<file path="src/sv/text_console_character_engine_assert.svh">
// Assertion macros for the text console character engine.
// Each macro takes a label, the clock, the active-low reset, a condition
// and the property that must follow from it.
`ifndef TEXT_CONSOLE_CHARACTER_ENGINE_ASSERT_SVH
`define TEXT_CONSOLE_CHARACTER_ENGINE_ASSERT_SVH
`ifndef SYNTHESIS
// Property holds in the same cycle as the condition.
`define TCE_ASSERT_SAME(lbl, clk, rst_n, ante, cons) \
    lbl: assert property (@(posedge clk) disable iff (!rst_n) (ante) |-> (cons)) \
        else $error("text console assertion failed");
// Property holds in the cycle after the condition.
`define TCE_ASSERT_NEXT(lbl, clk, rst_n, ante, cons) \
    lbl: assert property (@(posedge clk) disable iff (!rst_n) (ante) |=> (cons)) \
        else $error("text console assertion failed");
`else
`define TCE_ASSERT_SAME(lbl, clk, rst_n, ante, cons)
`define TCE_ASSERT_NEXT(lbl, clk, rst_n, ante, cons)
`endif
`endif

</file>
<file path="src/sv/tce_pkg.sv">
package tce_pkg;

    localparam int DEF_COLUMNS = 80;
    localparam int DEF_ROWS    = 25;

    localparam logic [7:0] CH_NEWLINE   = 8'd10;
    localparam logic [7:0] CH_RETURN    = 8'd13;
    localparam logic [7:0] CH_TAB       = 8'd9;
    localparam logic [7:0] CH_BACKSPACE = 8'd8;
    localparam logic [7:0] CH_SPACE     = 8'd32;
    localparam logic [7:0] RESET_ATTR   = 8'h0F;

    localparam logic REQ_PUT  = 1'b0;
    localparam logic REQ_READ = 1'b1;

    typedef enum logic [1:0] {
        ST_CLEAR,
        ST_IDLE,
        ST_SCROLL,
        ST_DONE
    } t_state;

    // Commands from the controller to the datapath.
    typedef struct packed {
        logic accept;
        logic sweep;
        logic sweep_all;
        logic top_advance;
        logic load_out;
    } t_cmd;

    // Status from the datapath to the controller.
    typedef struct packed {
        logic scroll_needed;
        logic sweep_col_last;
        logic sweep_row_last;
    } t_sts;

endpackage

</file>
<file path="src/sv/tce_ctrl.sv">
`include "text_console_character_engine_assert.svh"

module tce_ctrl
    import tce_pkg::*;
(
    input  logic i_clk,
    input  logic i_rst_n,
    input  logic i_in_valid,
    output logic o_in_ready,
    output logic o_out_valid,
    input  logic i_out_ready,
    input  t_sts i_sts,
    output t_cmd o_cmd
);

    t_state r_state;
    t_state n_state;
    logic   r_out_valid;
    logic   n_out_valid;

    always_ff @(posedge i_clk) begin
        if (!i_rst_n) begin
            r_state     <= ST_CLEAR;
            r_out_valid <= 1'b0;
        end else begin
            r_state     <= n_state;
            r_out_valid <= n_out_valid;
        end
    end

    // Next state.
    always_comb begin
        n_state = r_state;
        unique case (r_state)
            ST_CLEAR: begin
                if (i_sts.sweep_col_last && i_sts.sweep_row_last) begin
                    n_state = ST_IDLE;
                end
            end
            ST_IDLE: begin
                if (i_in_valid) begin
                    n_state = i_sts.scroll_needed ? ST_SCROLL : ST_DONE;
                end
            end
            ST_SCROLL: begin
                if (i_sts.sweep_col_last) begin
                    n_state = ST_DONE;
                end
            end
            ST_DONE: begin
                if (!r_out_valid || i_out_ready) begin
                    n_state = ST_IDLE;
                end
            end
            default: n_state = ST_CLEAR;
        endcase
    end

    // Outputs.
    always_comb begin
        o_cmd      = '0;
        o_in_ready = 1'b0;
        unique case (r_state)
            ST_CLEAR: begin
                o_cmd.sweep     = 1'b1;
                o_cmd.sweep_all = 1'b1;
            end
            ST_IDLE: begin
                o_in_ready   = 1'b1;
                o_cmd.accept = i_in_valid;
            end
            ST_SCROLL: begin
                o_cmd.sweep       = 1'b1;
                o_cmd.top_advance = i_sts.sweep_col_last;
            end
            ST_DONE: begin
                o_cmd.load_out = !r_out_valid || i_out_ready;
            end
            default: o_cmd = '0;
        endcase
    end

    always_comb begin
        n_out_valid = r_out_valid && !i_out_ready;
        if (o_cmd.load_out) begin
            n_out_valid = 1'b1;
        end
    end

    assign o_out_valid = r_out_valid;

    `TCE_ASSERT_NEXT(a_accept_leaves_idle, i_clk, i_rst_n, o_cmd.accept,
        r_state == ST_DONE || r_state == ST_SCROLL)
    `TCE_ASSERT_NEXT(a_load_sets_valid, i_clk, i_rst_n, o_cmd.load_out, r_out_valid)
    `TCE_ASSERT_SAME(a_no_result_in_clear, i_clk, i_rst_n, r_state == ST_CLEAR, !r_out_valid)

endmodule

</file>
<file path="config.mk">
export PLATFORM = sky130hd
export DESIGN_NAME = tce_ctrl
export DESIGN_NICKNAME = d
export VERILOG_FILES = /design/src/sv/tce_pkg.sv /design/src/sv/tce_ctrl.sv
export VERILOG_INCLUDE_DIRS = /design/src /design/src/sv
export SDC_FILE = /design/constraint.sdc
export NUM_CORES = 1
export LEC_CHECK = 0
export ABC_AREA = 1
export BUFFER_PORTS_ARGS = -buffer_cell sky130_fd_sc_hd__buf_2
export CAP_MARGIN = 20
export CORE_AREA = 3 3 40 42
export DETAILED_ROUTE_END_ITERATION = 10
export DIE_AREA = 0 0 43 45
export PLACE_DENSITY_LB_ADDON = 0.08
export SYNTH_ARGS = -nofsm -noshare
export SYNTH_HDL_FRONTEND = slang
export SYNTH_SLANG_ARGS = --single-unit
</file>
<file path="constraint.sdc">
create_clock -name i_clk -period 1.9 [get_ports i_clk]
set_clock_uncertainty 0.15 [all_clocks]
set_input_delay 0.57 -clock i_clk [delete_from_list [all_inputs] [get_ports i_clk]]
set_output_delay 0.57 -clock i_clk [all_outputs]
set_load 0.01 [all_outputs]
</file>
---- Word level (Yosys, flattened, before mapping) ----
Cells that the tools add are included.
operators by class
  muxes and demuxes ....................... 13
  reductions and logical operators ........ 8
  equality and inequality tests ........... 7
operator list
  cell                  count
  $mux W1               8
  $mux W2               4
  $ne A2 B2 Y1 const B  4
  $pmux W2 S4           1
  $eq A2 B2 Y1 const B  2
  $reduce_and A4 Y1     1
  $eq A2 B1 Y1 const B  1
  $logic_and A1 B1 Y1   2
  $logic_not A1 Y1      2
  $logic_not A2 Y1      1
  $reduce_or A2 Y1      1
  $logic_or A1 B1 Y1    1
word-level totals
  register bits ........................... 3
  word-level logic and storage cells ...... 30
  output and inout port bits .............. 7

---- Depth between registers and ports, before layout ----
Gate-level depths: netlist (run 1).
  depth in word-level cells ............... 4
  gate-level depth with buffers ........... 8
  mapped depth without buffers ............ 8

---- Worst setup path after synthesis (run 1) ----
OpenSTA, ideal clock, no wires.
  path kind ............................... register -> output
  from .................................... register r_state[0]
  to ...................................... output o_cmd[3] in the netlist's numbering
  data required time ...................... 1.180 ns
  slack ................................... 0.176 ns
  data arrival time ....................... 1.004 ns
  cell stages (with the launch flop) ...... 4
  path buffers ............................ 0
  path through ............................ dfxtp_1 inv_1 ha_1 or2_2
RTL lines
  element                 line            RTL
  start, declared         tce_ctrl.sv:16  t_state r_state;
  start signal, assigned  tce_ctrl.sv:26  r_state <= n_state;
  end, declared           tce_ctrl.sv:13  output t_cmd o_cmd

==> results.txt, run 1 <==
I/O Buffers - 13
Global Route Usage Sum - 7.07%
Worst R2R Path Depth - 9
Setup slack, reg-to-reg - 0.55 ns
Worst skew pair latency - 0.23 ns
Final period util - 97.9%
Hold Path Class - flop to flop
Start of the worst register-to-register path - r_state[1]
Final hold violations - 0
Antenna violations before repair - 0
Avg Inst Size Synth - 6.61 um^2
Min Tclk post-route - 1.86 ns
GRT overflow - 0
Core area - 1280 um^2
Flop pwr share - 16.8%
Worst EP arrival - 1.14 ns
Max_slew headroom - 90.5%
P_int - 365 uW
Required time worst endpoint - 1.18 ns
Synth Cell Area - 278 um^2
Storage cell area - 62.6 um^2
Non-Filler Instances - 77
Clk pwr share - 17.9%
CP max FO - 3
I/O Pins - 14
Sequential fraction of the synthesis area - 21.6%
Routed Antenna Nets - 0
Num CTS Buffers - 3
DR pass1 iterations - 4
Die W - 43 um
Hold Path Stages - 2
Die Height - 45 um
# fillers - 160
Multi-input logic area - 213 um^2
Final Power - 616 uW
Dpl hpwl - 505 um
Final #Nets - 75
Post-route setup slack - 0.0393 ns
Hold Crit Start - o_out_valid
Pwr/cell area - 1350 nW/um^2
Worst setup SP type - flop
Placed Cells - 71
Post-synthesis cell type count - 13
Antenna diodes - 0
Post-route DRC - 0
Max IR drop VDD - 0.529 mV
Routed len/inst - 7.88 um
MaxCap Viol Count - 0
Largest net degree at the start of global routing - 5
FP Rows - 13
Post-Route WL - 607 um
Synthesized Nets - 54
Synth warn - 0
Combinational share of power - 65.3%
Worst Tran Pin Value - 0.142 ns
Layout cells sized above 1 - 54.8%
Worst-path clk slew - 0.04 ns
DR vias - 303
Worst R2R End - r_state[0]
First-pass GRT wire length - 986 um
Net Sw Frac - 40.7%
Final setup violation count - 0
Dpl ws - 0.0804 ns
Clock root buffer - clkbuf_4
Initial DRC count - 6
Util after Layout - 35.4%
Critical setup path kind - flop to primary output
RSZ-0062 raised after global routing - false
Area delta synth->final - 64.0%
Status - completed
Worst Hold End - o_out_valid
Vias in the first global route - 259
Fin. max-slew vios - 0
Initial Utilization - 21.6%
CTS tree - built
Die area - 1940 um^2
Routability cong. - 0.661
Post-synthesis register bit count - 3
Leak pwr - 0.000252 uW
Clk sinks - 3
H-tree depth - 1
CTS Buffer Depth - 2
P_sw - 251 uW
Cell count after synthesis - 42
FMAX - 537 MHz
Setup TNS - 0 ns
Endpoint class of the critical path - primary output
Vias per cell - 3.94
power by group through the flow:
| stage | clock [uW] | combinational (uW) | sequential, uW |
|---|---|---|---|
| finish | 111 | 402 | 103 |
| global route | 121 | 454 | 105 |
| CTS | 117 | 380 | 102 |
| detailed placement | 0 | 315 | 100 |
| global placement | 0 | 322 | 99.8 |
| floorplan | 0 | 212 | 103 |
state kept, by name, indices dropped and copies added, names as in the netlist:
signal	flops
o_out_valid	1
r_state	2
cell type report:
class | count | area share [%]
flip-flops and latches | 3 | 13.7
repair buffers | 16 | 21.4
inverters | 10 | 8.24
well taps | 15 | 4.12
clock buffers | 4 | 5.77
multi-input cells | 29 | 46.7
per-stage QoR:
stage	area [um^2]	hold WS [ns]
after detailed placement	369	0.346
after global placement	369	0.349
final	455	0.343
after CTS	427	0.351
after global routing	455	0.388
after floorplan	278	0.348
kinds of logic after synthesis:
kind of cell,count (synthesis),share of synthesized area (%)
fa+ha+maj,5,22.5
flops,3,21.6
simple gates,22,37.8
buf+inv,10,13.5
compound gates,2,4.50
repair_timing:
action / 4_1_cts / 5_1_grt
hold buffers: 0 / 0
resized for setup: 8 / 5
pin swaps: 0 / 0
setup endpoints to repair: 2 / 2
buffers inserted: 2 / 0
how the worst max path moves through the flow:
stage,from,to,slack (ns)
after floorplan,r_state[0],o_cmd[3],0.18
after global placement,r_state[1],o_cmd[3],0.10
after detailed placement,r_state[1],o_cmd[3],0.08
after CTS,r_state[0],o_cmd[4],0.007
after global routing,r_state[1],o_cmd[3],0.001
final,r_state[1],o_cmd[3],0.04
layout by cell type (no fill, tap or decap), drive strengths merged:
cell and n:
buf 16, nand2 13, inv 10, nor2 6, ha 5, clkbuf 4
dfxtp 3, or2 1, a21oi 1, a21boi 1, nand3 1, nor3 1
synth_stat cells, drive strengths merged:
cell type / count / area [um^2]
nor2: 6 / 30.0
nand2: 13 / 58.8
a21boi: 1 / 7.51
ha: 5 / 62.6
nor3: 1 / 5.00
a21oi: 1 / 5.00
dfxtp: 3 / 60.1
nand3: 1 / 5.00
inv: 10 / 37.5
or2: 1 / 6.26
routing by layer:
layer | track usage (%) | wire, um
met1 | 7.43 | 266
met2 | 10.2 | 282
met3 | 4.38 | 59
met4 | 5.42 | 0
met5 | 0 | 0
critical path, stage by stage, from the launching register on:
cell     delay (ns)
dfxtp_2        0.35
inv_2          0.06
ha_4           0.15
or2_4          0.24
buf_6          0.12
(Power assumes the default switching activity.)
==> run 2: changes to the inputs <==
- TNS_END_PERCENT: not set -> 5
- clock period: 1.9 -> 1.6 ns (I/O delays scaled with it)
==> run 2 against run 1 <==
Effect of this change:
- the run now ends with setup timing left
- die area unchanged
- sequential cell count unchanged
- global-route usage increased by 1.1 points
- non-clock buffer count increased by 3
- combinational power increased by 46%
- design area increased by 14%
==> results.txt, run 2 (synthesized netlist as in run 1, its figures left out) <==
Die Height - 45 um
P_sw - 342 uW
First-pass GRT wire length - 1.15 mm
Worst Tran Pin Value - 0.152 ns
Antenna violations before repair - 0
Die W - 43 um
Worst R2R End - r_state[1]
H-tree depth - 1
Routed len/inst - 8.84 um
Clk sinks - 3
Hold Buf Count CTS - 0
Commonest non-fill, non-tap cell in the layout - buf_2
P_int - 509 uW
DR pass1 iterations - 2
MaxCap Viol Count - 0
Max_slew headroom - 89.8%
Antenna diodes - 0
Post-route DRC - 0
Routed Antenna Nets - 0
Final Power - 851 uW
Max IR drop VDD - 0.566 mV
Hold Path Stages - 3
Largest net degree at the start of global routing - 5
Pwr/cell area - 1640 nW/um^2
I/O Pins - 14
Initial Utilization - 21.6%
Setup slack, reg-to-reg - 0.15 ns
CTS Buffer Depth - 2
# fillers - 143
Min Tclk post-route - 1.77 ns
I/O Buffers - 13
Hold Path Class - input pin to flop
Worst skew pair latency - 0.23 ns
Initial DRC count - 5
Dpl ws - -0.0472 ns
Storage cell area - 65.1 um^2
Failing checks - setup timing
Num CTS Buffers - 3
Flip-flop count of the largest register after layout - 2
GRT overflow - 0
Critical setup path kind - flop to primary output
Net Sw Frac - 40.2%
Worst R2R Path Depth - 9
Die area - 1940 um^2
Multi-input logic area - 239 um^2
Hold Crit Start - i_rst_n
Layout cells sized above 1 - 61.5%
Fin. max-slew vios - 0
Combinational share of power - 68.9%
Worst Hold End - r_state[1]
Routability cong. - 0.687
CP max FO - 3
Final #Nets - 78
Final hold violations - 0
Post-route setup slack - -0.168 ns
Final period util - 110%
Largest reg by FF count - r_state
Start of the worst register-to-register path - r_state[0]
Endpoint class of the critical path - primary output
Required time worst endpoint - 0.97 ns
Leak pwr - 0.000274 uW
Flop pwr share - 15.6%
Core area - 1280 um^2
Status - finished with violations
FP Rows - 13
Final setup violation count - 6
Vias per cell - 3.90
Post-Route WL - 707 um
Dpl hpwl - 532 um
Clk pwr share - 15.6%
Worst EP arrival - 1.14 ns
CTS tree - built
RSZ-0062 raised after global routing - true
Vias in the first global route - 292
Clock root buffer - clkbuf_4
Most frequent cells in the layout - buf_2 (11), nand2_1 (9), inv_1 (6)
FMAX - 566 MHz
Worst-path clk slew - 0.04 ns
Area delta synth->final - 86.9%
Global Route Usage Sum - 8.15%
Worst setup SP type - flop
DR vias - 312
run 2: worst max-delay path, cell delays in order (launching register included):
cell	delay, ns
dfxtp_4	0.37
inv_4	0.04
ha_4	0.15
or2_4	0.22
buf_6	0.12
run 2: repair_timing:
| item | 4_1_cts | 5_1_grt |
|---|---|---|
| setup endpoints to repair | 6 | 6 |
| pin swaps | 2 | 2 |
| setup buffers | 1 | 0 |
| gates resized for setup | 15 | 6 |
run 2: power groups by stage:
stage,clock network (uW),registers (uW),logic [uW]
3_5_place_dp,0,115,432
2_1_floorplan,0,122,257
6_report,132,133,586
4_1_cts,138,123,559
3_3_place_gp,0,116,441
5_1_grt,150,137,650
run 2: through the flow:
step	util [%]	instances	cell area [um^2]	TNS (ns)	hold slack, ns
after global routing	40.4	80	519	-0.998	0.347
after CTS	38.7	80	497	-0.741	0.338
final	40.4	80	519	-0.680	0.339
after floorplan	-	42	280	0	0.348
after detailed placement	31.3	75	402	-0.0472	0.348
after global placement	31.3	75	402	-0.0677	0.350
run 2: cell type report:
| class | count | area share, % |
|---|---|---|
| Tap cell | 15 | 3.61 |
| Sequential cell | 3 | 12.5 |
| Timing Repair Buffer | 19 | 25.1 |
| Multi-Input combinational cell | 29 | 46.0 |
| Inverter | 10 | 7.71 |
| Clock buffer | 4 | 5.06 |
run 2: worst max-delay path by stage:
stage,from,end,slack [ns],depth (start not counted)
final,r_state[1],o_cmd[3],-0.17,4
after global routing,r_state[1],o_cmd[3],-0.21,4
after CTS,r_state[0],o_cmd[3],-0.17,4
after detailed placement,r_state[1],o_cmd[3],-0.05,4
after global placement,r_state[1],o_cmd[3],-0.07,4
after floorplan,r_state[0],o_cmd[3],0.01,3
run 2: layer usage:
metal  share of wire (%)  track usage, %
met1                  40            8.63
met2                  51            12.6
met3                 6.5            1.99
met4                 2.4            9.04
met5                   0               0
==> run 3: changes to the inputs <==
- CELL_PAD_IN_SITES_DETAIL_PLACEMENT: not set -> 1
- CELL_PAD_IN_SITES_GLOBAL_PLACEMENT: not set -> 2
- CORE_AREA: 3 3 40 42 -> not set
- CORE_MARGIN: not set -> 3
- CORE_UTILIZATION: not set -> 17
- DIE_AREA: 0 0 43 45 -> not set
- RECOVER_POWER: not set -> 100
==> run 3 against run 2 <==
Effect of this change:
- the flow still finishes with violations (setup timing)
- sequential cell count stayed put
- sequential share of layout area is 0.29 points lower
- via count is 2.9% higher
- routed wire length is 19% higher
- die area is 11% higher
- global-route usage is 1.4 points higher
- sequential power is 13% higher
- largest power group unchanged
==> results.txt, run 3 (synthesized netlist as in run 1, its figures left out) <==
Worst R2R End - r_state[1]
Setup slack, reg-to-reg - 0.13 ns
Largest net degree at the start of global routing - 5
Routed len/inst - 10.5 um
Clk sinks - 3
Clock root buffer - clkbuf_4
Num CTS Buffers - 3
Routed Antenna Nets - 0
Hold Path Class - input pin to flop
Min Tclk post-route - 1.79 ns
CP max-delay cell - dfxtp_4
Layout cells sized above 1 - 61.5%
Endpoint class of the critical path - primary output
Final period util - 112%
DR vias - 321
H-tree depth - 1
Die area - 2150 um^2
Pwr/cell area - 1680 nW/um^2
Largest reg by FF count - r_state
Area delta synth->final - 98.6%
Vias in the first global route - 316
Post-route setup slack - -0.195 ns
Max_slew headroom - 89.6%
Fin. max-slew vios - 0
Start of the worst register-to-register path - r_state[0]
CTS tree - built
Worst setup SP type - flop
Max IR drop VDD - 0.766 mV
Dpl hpwl - 725 um
Cell Chain, Critical Path - inv_6 > ha_4 > or2_4 > buf_6
Worst EP arrival - 1.16 ns
MaxCap Viol Count - 0
Flip-flop count of the largest register after layout - 2
Final Power - 928 uW
Core area - 1420 um^2
GRT overflow - 0
DR pass1 iterations - 2
Die Height - 46.4 um
# fillers - 171
Status - finished with violations
Hold Buf Count CTS - 0
Hold Path Stages - 3
Initial DRC count - 1
Most frequent cells in the layout - buf_2 (9), nand2_1 (8), buf_6 (7)
CP bufs+invs - 2
Top delay family on crit path - flip-flops
Post-Route WL - 843 um
Final #Nets - 78
FMAX - 557 MHz
Vias per cell - 4.01
Leak pwr - 0.000278 uW
Global Route Usage Sum - 9.54%
I/O Pins - 14
Antenna diodes - 0
Commonest non-fill, non-tap cell in the layout - buf_2
Initial Utilization - 19.6%
First-pass GRT wire length - 1.39 mm
CTS Buffer Depth - 2
Worst Tran Pin Value - 0.155 ns
Required time worst endpoint - 0.97 ns
I/O Buffers - 13
Worst Hold End - r_state[0]
Critical setup path kind - flop to primary output
Util after Layout - 39.0%
Worst R2R Path Depth - 9
Dpl ws - -0.0696 ns
Failing checks - setup timing
Worst-path clk slew - 0.05 ns
Routability cong. - 0.736
FP Rows - 13
Worst skew pair latency - 0.24 ns
Final setup violation count - 6
Die W - 46.4 um
Max incr delay on CP - 0.37 ns
Hold Crit Start - i_rst_n
Final hold violations - 0
Post-route DRC - 0
RSZ-0062 raised after global routing - true
Antenna violations before repair - 0
CP max FO - 3
## run 3: final cells by class
type | count | area, um^2 | area share (%)
clock buffer | 4 | 26.3 | 4.76
tap | 15 | 18.8 | 3.40
multi-input combinational | 29 | 251 | 45.6
sequential | 3 | 67.6 | 12.2
timing repair buffer | 19 | 143 | 25.9
inverter | 10 | 45.0 | 8.16
## run 3: worst max path at each step
stage | to | start | cells past startpoint | slack [ns]
global placement | o_cmd[3] | r_state[1] | 4 | -0.03
floorplan | o_cmd[3] | r_state[0] | 3 | 0.01
detailed placement | o_cmd[3] | r_state[0] | 4 | -0.07
finish | o_cmd[3] | r_state[0] | 4 | -0.19
global route | o_cmd[3] | r_state[1] | 4 | -0.22
CTS | o_cmd[3] | r_state[0] | 4 | -0.21
## run 3: power breakdown
group / switching (uW) / leakage [uW] / total, uW / internal, uW
sequential: 39.8 / 0.0000259 / 150 / 110
clock: 47.5 / 0.0000150 / 142 / 94.0
combinational: 297 / 0.000237 / 637 / 340
## run 3: worst register-to-register path, stage by stage, from the launching register on
cell and delay [ns]:
dfxtp_4 0.36, buf_6 0.13, ha_4 0.15, buf_4 0.12
nand3_1 0.09, nand2_2 0.07, nor2_4 0.12, nand2_1 0.07
nand2_1 0.06, nor2_1 0.04
## run 3: per-stage QoR
step	cell area [um^2]	std cells	TNS, ns	hold WS, ns
3_5_place_dp	402	75	-0.0757	0.354
6_report	552	80	-0.758	0.332
3_3_place_gp	402	75	-0.0345	0.335
5_1_grt	552	80	-1.00	0.350
2_1_floorplan	280	42	0	0.348
4_1_cts	495	79	-0.881	0.333
## run 3: what timing repair did
action,4_1_cts,5_1_grt
pin swaps,1,4
setup endpoints to repair,6,6
resized for setup,15,14
buffers inserted,0,1
## run 3: metal layers
layer / up-vias / share of wire [%] / GRT usage (%)
li1: 167 / - / -
met1: 148 / 38 / 9.13
met2: 6 / 58 / 17.3
met3: 0 / 3.4 / 3.52
met4: 0 / 0 / 5.11
met5: - / 0 / 0
